<file path="src/design/mcr_pkg.sv">
// ----------------------------------------------------------------------------
// mcr_pkg: shared definitions for the midpoint circle rasterizer
// Default widths, group size and request opcodes.
// ----------------------------------------------------------------------------
package mcr_pkg;

    localparam int COORD_BITS_DEF  = 11;
    localparam int RADIUS_BITS_DEF = 10;

    // eight symmetric pixels per octant point
    localparam int GROUP_SIZE = 8;
    localparam int GROUP_IDX_BITS = $clog2(GROUP_SIZE);

    typedef enum logic
    {
        OP_START = 1'b0,
        OP_STEP  = 1'b1
    } opcode_t;

endpackage

</file>
<file path="src/design/mcr_if.sv">
// ----------------------------------------------------------------------------
// mcr_if: request and pixel channels of the midpoint circle rasterizer
// Valid/ready channels; a transfer happens when valid and ready are both high.
// ----------------------------------------------------------------------------
interface mcr_req_if
    import mcr_pkg::*;
#(
    parameter int COORD_BITS  = COORD_BITS_DEF,
    parameter int RADIUS_BITS = RADIUS_BITS_DEF
);
    logic                   valid;
    logic                   ready;
    logic                   opcode;
    logic [COORD_BITS-1:0]  center_x;
    logic [COORD_BITS-1:0]  center_y;
    logic [RADIUS_BITS-1:0] radius;

    modport source (output valid, output opcode, output center_x, output center_y,
                    output radius, input ready);
    modport sink   (input valid, input opcode, input center_x, input center_y,
                    input radius, output ready);
endinterface

interface mcr_pix_if
    import mcr_pkg::*;
#(
    parameter int COORD_BITS = COORD_BITS_DEF
);
    logic                           valid;
    logic                           ready;
    logic signed [COORD_BITS+1:0]   pixel_x;
    logic signed [COORD_BITS+1:0]   pixel_y;
    logic                           last_of_group;
    logic                           circle_done;

    modport source (output valid, output pixel_x, output pixel_y,
                    output last_of_group, output circle_done, input ready);
    modport sink   (input valid, input pixel_x, input pixel_y,
                    input last_of_group, input circle_done, output ready);
endinterface

</file>
<file path="src/design/midpoint_circle_rasterizer.sv">
// ----------------------------------------------------------------------------
// midpoint_circle_rasterizer: stepwise midpoint circle pixel generator
// Start and step requests update the octant point; each update gives 8 pixels.
// ----------------------------------------------------------------------------
// A start request loads center and radius and yields the eight symmetric
// pixels of (0, r); each step request advances the octant point and yields
// eight more. Pixels leave one per cycle on the pixel channel while it is
// ready, so a request that yields pixels occupies the block until its eighth
// pixel is handed over, and the next request is taken in that same cycle. A
// step after the circle is finished, or before any start, yields nothing.
// The octant update is done in the cycle a request is taken; the group
// register then holds the point while the pixel counter walks the octants.
module midpoint_circle_rasterizer
    import mcr_pkg::*;
#(
    parameter int COORD_BITS  = COORD_BITS_DEF,
    parameter int RADIUS_BITS = RADIUS_BITS_DEF
)
(
    input  logic       clk,
    input  logic       rst_n,
    mcr_req_if.sink    request,
    mcr_pix_if.source  pixel
);

    localparam int PIX_BITS = COORD_BITS + 2;
    localparam int DEC_BITS = RADIUS_BITS + 3;
    localparam logic signed [DEC_BITS-1:0] DEC_ONE = DEC_BITS'(1);
    localparam logic [GROUP_IDX_BITS-1:0] LAST_IDX = GROUP_IDX_BITS'(GROUP_SIZE - 1);

    // stepper state
    logic [RADIUS_BITS-1:0]       off_x_reg, off_x_next;
    logic [RADIUS_BITS-1:0]       off_y_reg, off_y_next;
    logic signed [DEC_BITS-1:0]   dec_reg, dec_next;
    logic [COORD_BITS-1:0]        cen_x_reg, cen_x_next;
    logic [COORD_BITS-1:0]        cen_y_reg, cen_y_next;
    logic                         active_reg, active_next;

    // group register and pixel counter
    logic                         busy_reg, busy_next;
    logic [GROUP_IDX_BITS-1:0]    idx_reg, idx_next;
    logic [RADIUS_BITS-1:0]       grp_x_reg, grp_y_reg;
    logic [COORD_BITS-1:0]        grp_cx_reg, grp_cy_reg;
    logic                         grp_done_reg;

    logic                         req_take;
    logic                         pix_take;
    logic                         emit;
    logic [RADIUS_BITS-1:0]       step_x;
    logic [RADIUS_BITS-1:0]       step_y_dn;
    logic signed [DEC_BITS-1:0]   step_x_s;
    logic signed [DEC_BITS-1:0]   step_y_s;
    logic [RADIUS_BITS-1:0]       dx, dy;
    logic [PIX_BITS-1:0]          cx_ext, cy_ext, dx_ext, dy_ext;

    assign pix_take        = busy_reg && pixel.ready;
    assign request.ready   = !busy_reg || (pixel.ready && idx_reg == LAST_IDX);
    assign req_take        = request.valid && request.ready;

    assign step_x    = off_x_reg + RADIUS_BITS'(1);
    assign step_y_dn = off_y_reg - RADIUS_BITS'(1);
    assign step_x_s  = $signed(DEC_BITS'(step_x));
    assign step_y_s  = $signed(DEC_BITS'(step_y_dn));

    always_comb
    begin
        off_x_next  = off_x_reg;
        off_y_next  = off_y_reg;
        dec_next    = dec_reg;
        cen_x_next  = cen_x_reg;
        cen_y_next  = cen_y_reg;
        active_next = active_reg;
        emit        = 1'b0;
        if (req_take)
        begin
            case (request.opcode)
                OP_START:
                begin
                    cen_x_next  = request.center_x;
                    cen_y_next  = request.center_y;
                    off_x_next  = '0;
                    off_y_next  = request.radius;
                    dec_next    = DEC_ONE - $signed(DEC_BITS'(request.radius));
                    active_next = 1'b1;
                    emit        = 1'b1;
                end
                OP_STEP:
                begin
                    if (active_reg && off_x_reg < off_y_reg)
                    begin
                        off_x_next = step_x;
                        emit       = 1'b1;
                        if (dec_reg[DEC_BITS-1])
                        begin
                            dec_next = dec_reg + (step_x_s <<< 1) + DEC_ONE;
                        end
                        else
                        begin
                            off_y_next = step_y_dn;
                            dec_next   = dec_reg + ((step_x_s - step_y_s) <<< 1) + DEC_ONE;
                        end
                    end
                end
                default:
                begin
                    emit = 1'b0;
                end
            endcase
        end
    end

    // advance the pixel counter; reload on a new group, drop when drained
    always_comb
    begin
        busy_next = busy_reg;
        idx_next  = idx_reg;
        if (pix_take)
        begin
            idx_next = idx_reg + GROUP_IDX_BITS'(1);
            if (idx_reg == LAST_IDX)
            begin
                busy_next = 1'b0;
            end
        end
        if (emit)
        begin
            busy_next = 1'b1;
            idx_next  = '0;
        end
    end

    always_ff @(posedge clk or negedge rst_n)
    begin
        if (!rst_n)
        begin
            off_x_reg  <= '0;
            off_y_reg  <= '0;
            dec_reg    <= '0;
            cen_x_reg  <= '0;
            cen_y_reg  <= '0;
            active_reg <= 1'b0;
            busy_reg   <= 1'b0;
            idx_reg    <= '0;
        end
        else
        begin
            off_x_reg  <= off_x_next;
            off_y_reg  <= off_y_next;
            dec_reg    <= dec_next;
            cen_x_reg  <= cen_x_next;
            cen_y_reg  <= cen_y_next;
            active_reg <= active_next;
            busy_reg   <= busy_next;
            idx_reg    <= idx_next;
        end
    end

    always_ff @(posedge clk)
    begin
        if (emit)
        begin
            grp_x_reg    <= off_x_next;
            grp_y_reg    <= off_y_next;
            grp_cx_reg   <= cen_x_next;
            grp_cy_reg   <= cen_y_next;
            grp_done_reg <= (off_x_next >= off_y_next);
        end
    end

    // upper half of the group swaps x and y; low bits pick the signs
    assign dx     = idx_reg[2] ? grp_y_reg : grp_x_reg;
    assign dy     = idx_reg[2] ? grp_x_reg : grp_y_reg;
    assign cx_ext = PIX_BITS'(grp_cx_reg);
    assign cy_ext = PIX_BITS'(grp_cy_reg);
    assign dx_ext = PIX_BITS'(dx);
    assign dy_ext = PIX_BITS'(dy);

    assign pixel.valid         = busy_reg;
    assign pixel.pixel_x       = $signed(idx_reg[0] ? (cx_ext - dx_ext) : (cx_ext + dx_ext));
    assign pixel.pixel_y       = $signed(idx_reg[1] ? (cy_ext - dy_ext) : (cy_ext + dy_ext));
    assign pixel.last_of_group = (idx_reg == LAST_IDX);
    assign pixel.circle_done   = grp_done_reg;

endmodule
</file>
<file path="src/flat_wrapper.sv">
// flat-port wrapper written by rule: the top's interface ports become plain ports
module midpoint_circle_rasterizer_flat import mcr_pkg::*;
#(
    parameter int COORD_BITS  = COORD_BITS_DEF,
    parameter int RADIUS_BITS = RADIUS_BITS_DEF
)
  (clk, rst_n, request_valid, request_opcode, request_center_x, request_center_y, request_radius, request_ready, pixel_valid, pixel_pixel_x, pixel_pixel_y, pixel_last_of_group, pixel_circle_done, pixel_ready);
  mcr_req_if #(.COORD_BITS(COORD_BITS), .RADIUS_BITS(RADIUS_BITS)) request_i ();
  mcr_pix_if #(.COORD_BITS(COORD_BITS)) pixel_i ();
  input  logic clk;
  input  logic rst_n;
  input wire logic [$bits(request_i.valid)-1:0] request_valid;
  input wire logic [$bits(request_i.opcode)-1:0] request_opcode;
  input wire logic [$bits(request_i.center_x)-1:0] request_center_x;
  input wire logic [$bits(request_i.center_y)-1:0] request_center_y;
  input wire logic [$bits(request_i.radius)-1:0] request_radius;
  output wire logic [$bits(request_i.ready)-1:0] request_ready;
  output wire logic [$bits(pixel_i.valid)-1:0] pixel_valid;
  output wire logic [$bits(pixel_i.pixel_x)-1:0] pixel_pixel_x;
  output wire logic [$bits(pixel_i.pixel_y)-1:0] pixel_pixel_y;
  output wire logic [$bits(pixel_i.last_of_group)-1:0] pixel_last_of_group;
  output wire logic [$bits(pixel_i.circle_done)-1:0] pixel_circle_done;
  input wire logic [$bits(pixel_i.ready)-1:0] pixel_ready;
  assign request_i.valid = request_valid;
  assign request_i.opcode = request_opcode;
  assign request_i.center_x = request_center_x;
  assign request_i.center_y = request_center_y;
  assign request_i.radius = request_radius;
  assign request_ready = request_i.ready;
  assign pixel_valid = pixel_i.valid;
  assign pixel_pixel_x = pixel_i.pixel_x;
  assign pixel_pixel_y = pixel_i.pixel_y;
  assign pixel_last_of_group = pixel_i.last_of_group;
  assign pixel_circle_done = pixel_i.circle_done;
  assign pixel_i.ready = pixel_ready;
  midpoint_circle_rasterizer #(.COORD_BITS(COORD_BITS), .RADIUS_BITS(RADIUS_BITS)) u_core (.clk(clk), .rst_n(rst_n), .request(request_i), .pixel(pixel_i));
endmodule
</file>
<file path="config.mk">
export PLATFORM = sky130hd
export DESIGN_NAME = midpoint_circle_rasterizer_flat
export DESIGN_NICKNAME = d
export VERILOG_FILES = /design/src/design/mcr_pkg.sv /design/src/design/mcr_if.sv /design/src/design/midpoint_circle_rasterizer.sv /design/src/flat_wrapper.sv
export SDC_FILE = /design/constraint.sdc
export NUM_CORES = 1
export LEC_CHECK = 0
export BUFFER_PORTS_ARGS = -buffer_cell sky130_fd_sc_hd__clkbuf_2
export CAP_MARGIN = 20
export CORE_MARGIN = 3
export CORE_UTILIZATION = 35
export DETAILED_ROUTE_END_ITERATION = 6
export GPL_TIMING_DRIVEN = 1
export SYNTH_ARGS = -nofsm -noshare
export SYNTH_HDL_FRONTEND = slang
export SYNTH_SLANG_ARGS = --single-unit
</file>
<file path="constraint.sdc">
create_clock -name clk -period 4.35 [get_ports clk]
set_input_delay 0.6525 -clock clk [delete_from_list [all_inputs] [get_ports clk]]
set_output_delay 0.6525 -clock clk [all_outputs]
set_load 0.05 [all_outputs]
</file>
* Word-level counts from Yosys, hierarchy flattened
Index checks and enable logic that the tools add are counted.
Cells by class: $add $sub $neg 13, magnitude comparators 2, eq/ne operators 2, mux-type cells 26, bitwise operators 1, reductions and logical operators 11
Operators with widths (count):
- $mux W10 | 7
- $mux W13 | 4
- $mux W11 | 4
- $pmux W10 S2 | 2
- $add A13 B2 Y13 const B | 2
- $pmux W13 S2 | 1
- $add A11 B10 Y12 | 2
- $sub A11 B10 Y12 | 2
- $add A13 B12 Y13 | 1
- $add A13 B13 Y13 | 1
- $sub A1 B10 Y11 const A | 1
- $sub A10 B10 Y11 | 1
- $add A10 B1 Y10 const B | 1
- $ge A10 B10 Y1 | 1
- $lt A10 B10 Y1 | 1
- $sub A10 B1 Y10 const B | 1
- $mux W3 | 2
- $reduce_and A2 Y1 | 3
- $mux W1 | 5
- $logic_and A1 B1 Y1 | 4
- $reduce_bool A2 Y1 | 2
- $add A3 B1 Y3 const B | 1
- $eq A3 B3 Y1 const B | 1
- $ne A2 B1 Y1 const B | 1
- other kinds (4) | 4
Storage, ports and cells: register bits 103, input port bits 37, output and inout port bits 30, logic and storage cells 68

* Logic depth before layout (Yosys ltp)
word-level depth 7, gate-level depth with buffers 22, gate-level depth less buffers 20

* Worst setup path before layout
OpenSTA, ideal clock, no wires.
kind reg-to-output, start point reg u_core.idx_reg[2], end point out pixel_pixel_y[11], arrival time 3549 ps, required time 3697 ps, path slack 148 ps, stages on the path, launching flop included 12, path buffers 1, cell sequence dfrtp_1 -> buf_1 -> mux2i_1 -> ha_1 -> nor2b_1 -> o21ai_0 -> a21oi_1 -> o21ai_0 -> a211oi_1 -> o21ai_0 -> a21oi_1 -> o21ai_0
On the way: word-level cells in the longest chain between the ends 3, elaborated cells between the ends (all ways) 4, classes of those cells add/sub: 2; mux: 2
RTL lines:
- start: declaration | line midpoint_circle_rasterizer.sv:41 | logic [GROUP_IDX_BITS-1:0] idx_reg, idx_next;
- start signal: assignment | line midpoint_circle_rasterizer.sv:154 | idx_reg <= idx_next;
- $mux W10 (*) | line midpoint_circle_rasterizer.sv:172 | assign dy = idx_reg[2] ? grp_x_reg : grp_y_reg;
- $add A11 B10 Y12 or $sub A11 B10 Y12 (tied branches) | line midpoint_circle_rasterizer.sv:180 | assign pixel.pixel_y = $signed(idx_reg[1] ? (cy_ext - dy_ext) : (cy_ext + dy_ext));
- $mux W13 (*) | line midpoint_circle_rasterizer.sv:180
- end: declaration | line flat_wrapper.sv:20 | output wire logic [$bits(pixel_i.pixel_y)-1:0] pixel_pixel_y;
Every way passes the cells marked *; elsewhere a longest branch is shown, timed or not.

* Final worst setup path
start point reg u_core.idx_reg[2], end point out pixel_pixel_y[10]
The elaborated chain is that of the path after synthesis.

==> results.yml <==
status:
  status: "finished clean"
placed_design:
  io_buffers: 66
  hpwlAfterDp_mm: 15.6
  gp_congestion: 0.859
die:
  die_y_um: 160
  die_w_um: 160
  rows: 55
  core-area_mm2: 0.0230
  dieArea_mm2: 0.0256
  ios: 67
  start_util_pct: 36.1
synthesis:
  async_flop_share_pct: 58.3
  postSynthCellCount: 873
  yosys_warnings: 0
  yosysSeqAreaShare_pct: 33.7
  syn_avg_cell_area_um2: 9.49
  synth_area_leaders: "dfrtp_1 (18%), edfxtp_1 (16%), ha_1 (15%), xnor2_1 (4.8%), a21oi_1 (3.4%)"
  synth_area_mm2: 0.00829
  yosysUniqueCellTypes: 79
  yosysTopAreaCellShare_pct: 18.1
  synthTopCellsByCount: "ha_1 (99), inv_1 (70), nor2_1 (67)"
  synth-edff-count: 43
  synth_seq_cells: 103
  synth_top_flop_cell: "dfrtp_1"
  synth.most_common_cell: "ha_1"
  synth_top_area_cell: "dfrtp_1"
  synth_nets: 1016
clocking:
  cts_tree: "done"
  cts_setup_buffers: 0
  cts-root-buf: "clkbuf_16"
  cts_hold_buf: 0
  clk_path_buf_depth: 2
  cts-buffers-inserted: 9
  cts_sinks: 103
  cts-htree-levels: 3
  clk_latency_ns: 0.36
  clk_pin_slew_ns: 0.07
sta:
  fmax_ghz: 0.245
  grt_setup_unrepaired: "false"
  setup_viol: 0
  hold_viol: 0
  fin_skew_ns: 0.00574
  finalMaxSlewViolations: 0
  fin_crit_sh_pct: 93.8
  maxSlewHeadroom_pct: 49.9
  tns_ns: 0
  fin_crit_ns: 4.08
  worstMarginPinSlew_ns: 0.751
global_route:
  grt_max_degree: 56
  antenna_found_initial: 0
  grt.overflow.total: 0
  grt_pass1_vias: 6346
  grt_pass1_wl_mm: 33.4
  groute.usage.overall_pct: 16.2
setup_path:
  path_depth: 12
  critPathMaxFanout: 8
  timing.reg2reg.setup_slack_ns: 0.40
  crit_start: "u_core.idx_reg[2]$_DFFE_PN0P_"
  critPathLaunchType: "flop"
  worst-path-buf-inv: 1
  timing.rr.end: "u_core.pixel.circle_done$_DFFE_PP_"
  cp_slowest_cell: "dfrtp_2"
  worstSetupEndpointType: "primary output"
  r2r_cells: 19
  cp_top_family: "compound AO/OA/AOI/OAI gates"
  critical_path_arrival_ns: 3.43
  max_stage_delay_ns: 0.49
  path_common_cell: "nand2b_1"
  critPathRequiredTime_ns: 3.70
  crit_type: "flop to primary output"
  crit_chain: "mux2_2, ha_1, fa_1, nand2b_1, a21oi_1, o21a_1, o21ai_0, nand2b_1, a211oi_1, o311ai_1, xnor2_1, clkbuf_2"
  crit_end: "pixel_pixel_y[10]"
  r2r_start: "u_core.off_y_reg[7]$_DFF_PN0_"
final_layout:
  synthToLayoutAreaGrowth_pct: 13.2
  fillCellCount: 2342
  num_antenna_cells: 0
  fin_nets: 1088
  largest_register_ffs: 13
  drive_gt1_share_pct: 17.1
drt:
  vias: 6507
  dr.pass1.iters: 5
  drt_iter0_markers: 437
  vias_per_cell: 5.15
  wl_per_cell_um: 16.1
  antenna_left: 0
  routed_wl_mm: 20.4
  drc: 0
hold_path:
  hold_class: "input pin to async pin"
run:
  maxCapViolCount: 0
how the worst min path moves through the flow:
stage | endpoint | slack (ns) | cells after the start
finish | u_core.cen_y_reg[9]$_DFF_PN0_ | 0.20 | 1
global route | u_core.cen_y_reg[9]$_DFF_PN0_ | 0.21 | 1
CTS | u_core.cen_y_reg[6]$_DFF_PN0_ | 0.50 | 1
detailed placement | u_core.active_reg$_DFFE_PN0P_ | 0.48 | 1
global placement | u_core.active_reg$_DFFE_PN0P_ | 0.47 | 1
floorplan | u_core.active_reg$_DFFE_PN0P_ | 0.36 | 0
layout make-up:
class	count	area (um^2)	area share [%]
multi-input cells	668	5090	54.2
clock buffers	9	225	2.40
well taps	313	392	4.17
flip-flops and latches	103	2790	29.8
inverters	75	282	3.00
repair buffers	88	508	5.41
clock inverters	7	92.6	0.987
metrics by stage:
step | instance area (um^2) | setup WS, ns | cells | util, % | hold slack [ns]
global placement | 9040 | 0.514 | 1246 | 39.3 | 0.470
detailed placement | 9040 | 0.436 | 1246 | 39.3 | 0.479
CTS | 9360 | 0.122 | 1262 | 40.7 | 0.499
global route | 9380 | 0.0608 | 1263 | 40.8 | 0.213
finish | 9380 | 0.271 | 1263 | 40.8 | 0.203
floorplan | 8290 | 0.148 | 873 | - | 0.357
repair_timing:
| item | CTS | global route |
|---|---|---|
| gates resized for setup | 0 | 2 |
| hold endpoints to repair | 0 | 0 |
| setup endpoints to repair | 0 | 7 |
placed cells by master (no fill, tap or decap), types with 4 or more instances in the layout:
cell        n
ha_1       99
o21ai_1     8
nor2b_1    15
nand3_1    17
a21oi_2     5
mux2i_1    23
o211ai_1    6
mux2_2     24
xnor2_1    45
fa_1        7
and3_1      6
clkbuf_16   9
o21a_1     14
inv_1      70
dfrtp_1    59
nand2b_1   12
or3_1       6
o21bai_1    8
edfxtp_1   43
nand2_2     5
nor3_1     16
o21ai_0    56
a21o_1      7
a21oi_1    57
clkbuf_2   65
a211oi_1    7
buf_4      21
inv_2       4
nand2_1    44
xor2_1     23
a31oi_1    15
nor2_1     67
layer usage:
metal	vias up	global-route usage, %	wire length, um
met5	-	0	0
met4	0	2.68	149
met3	8	2.70	997
met2	148	26.7	9360
met1	3082	22.7	9850
li1	3269	-	-
cell families after synthesis:
kind of cell / after synthesis / synth area share, %
flip-flops: 103 / 33.7
buffers and inverters: 102 / 4.92
multiplexers: 48 / 6.16
AO/OA/AOI/OAI: 229 / 18.3
XOR/XNOR: 69 / 7.38
AND/OR/NAND/NOR: 216 / 12.9
adder cells (fa/ha/maj): 106 / 16.6
worst register-to-register path, delay by kind of cell (launching register included):
kind            cells  cell delay (ns)
flops               1             0.42
buf+inv             3             0.24
fa+ha+maj           2             0.63
simple gates        4             0.50
compound gates     10             1.93
Power is left out: the tool's default activity adds up to more than one toggle a clock period on the data nets, which glitch-free logic cannot reach.
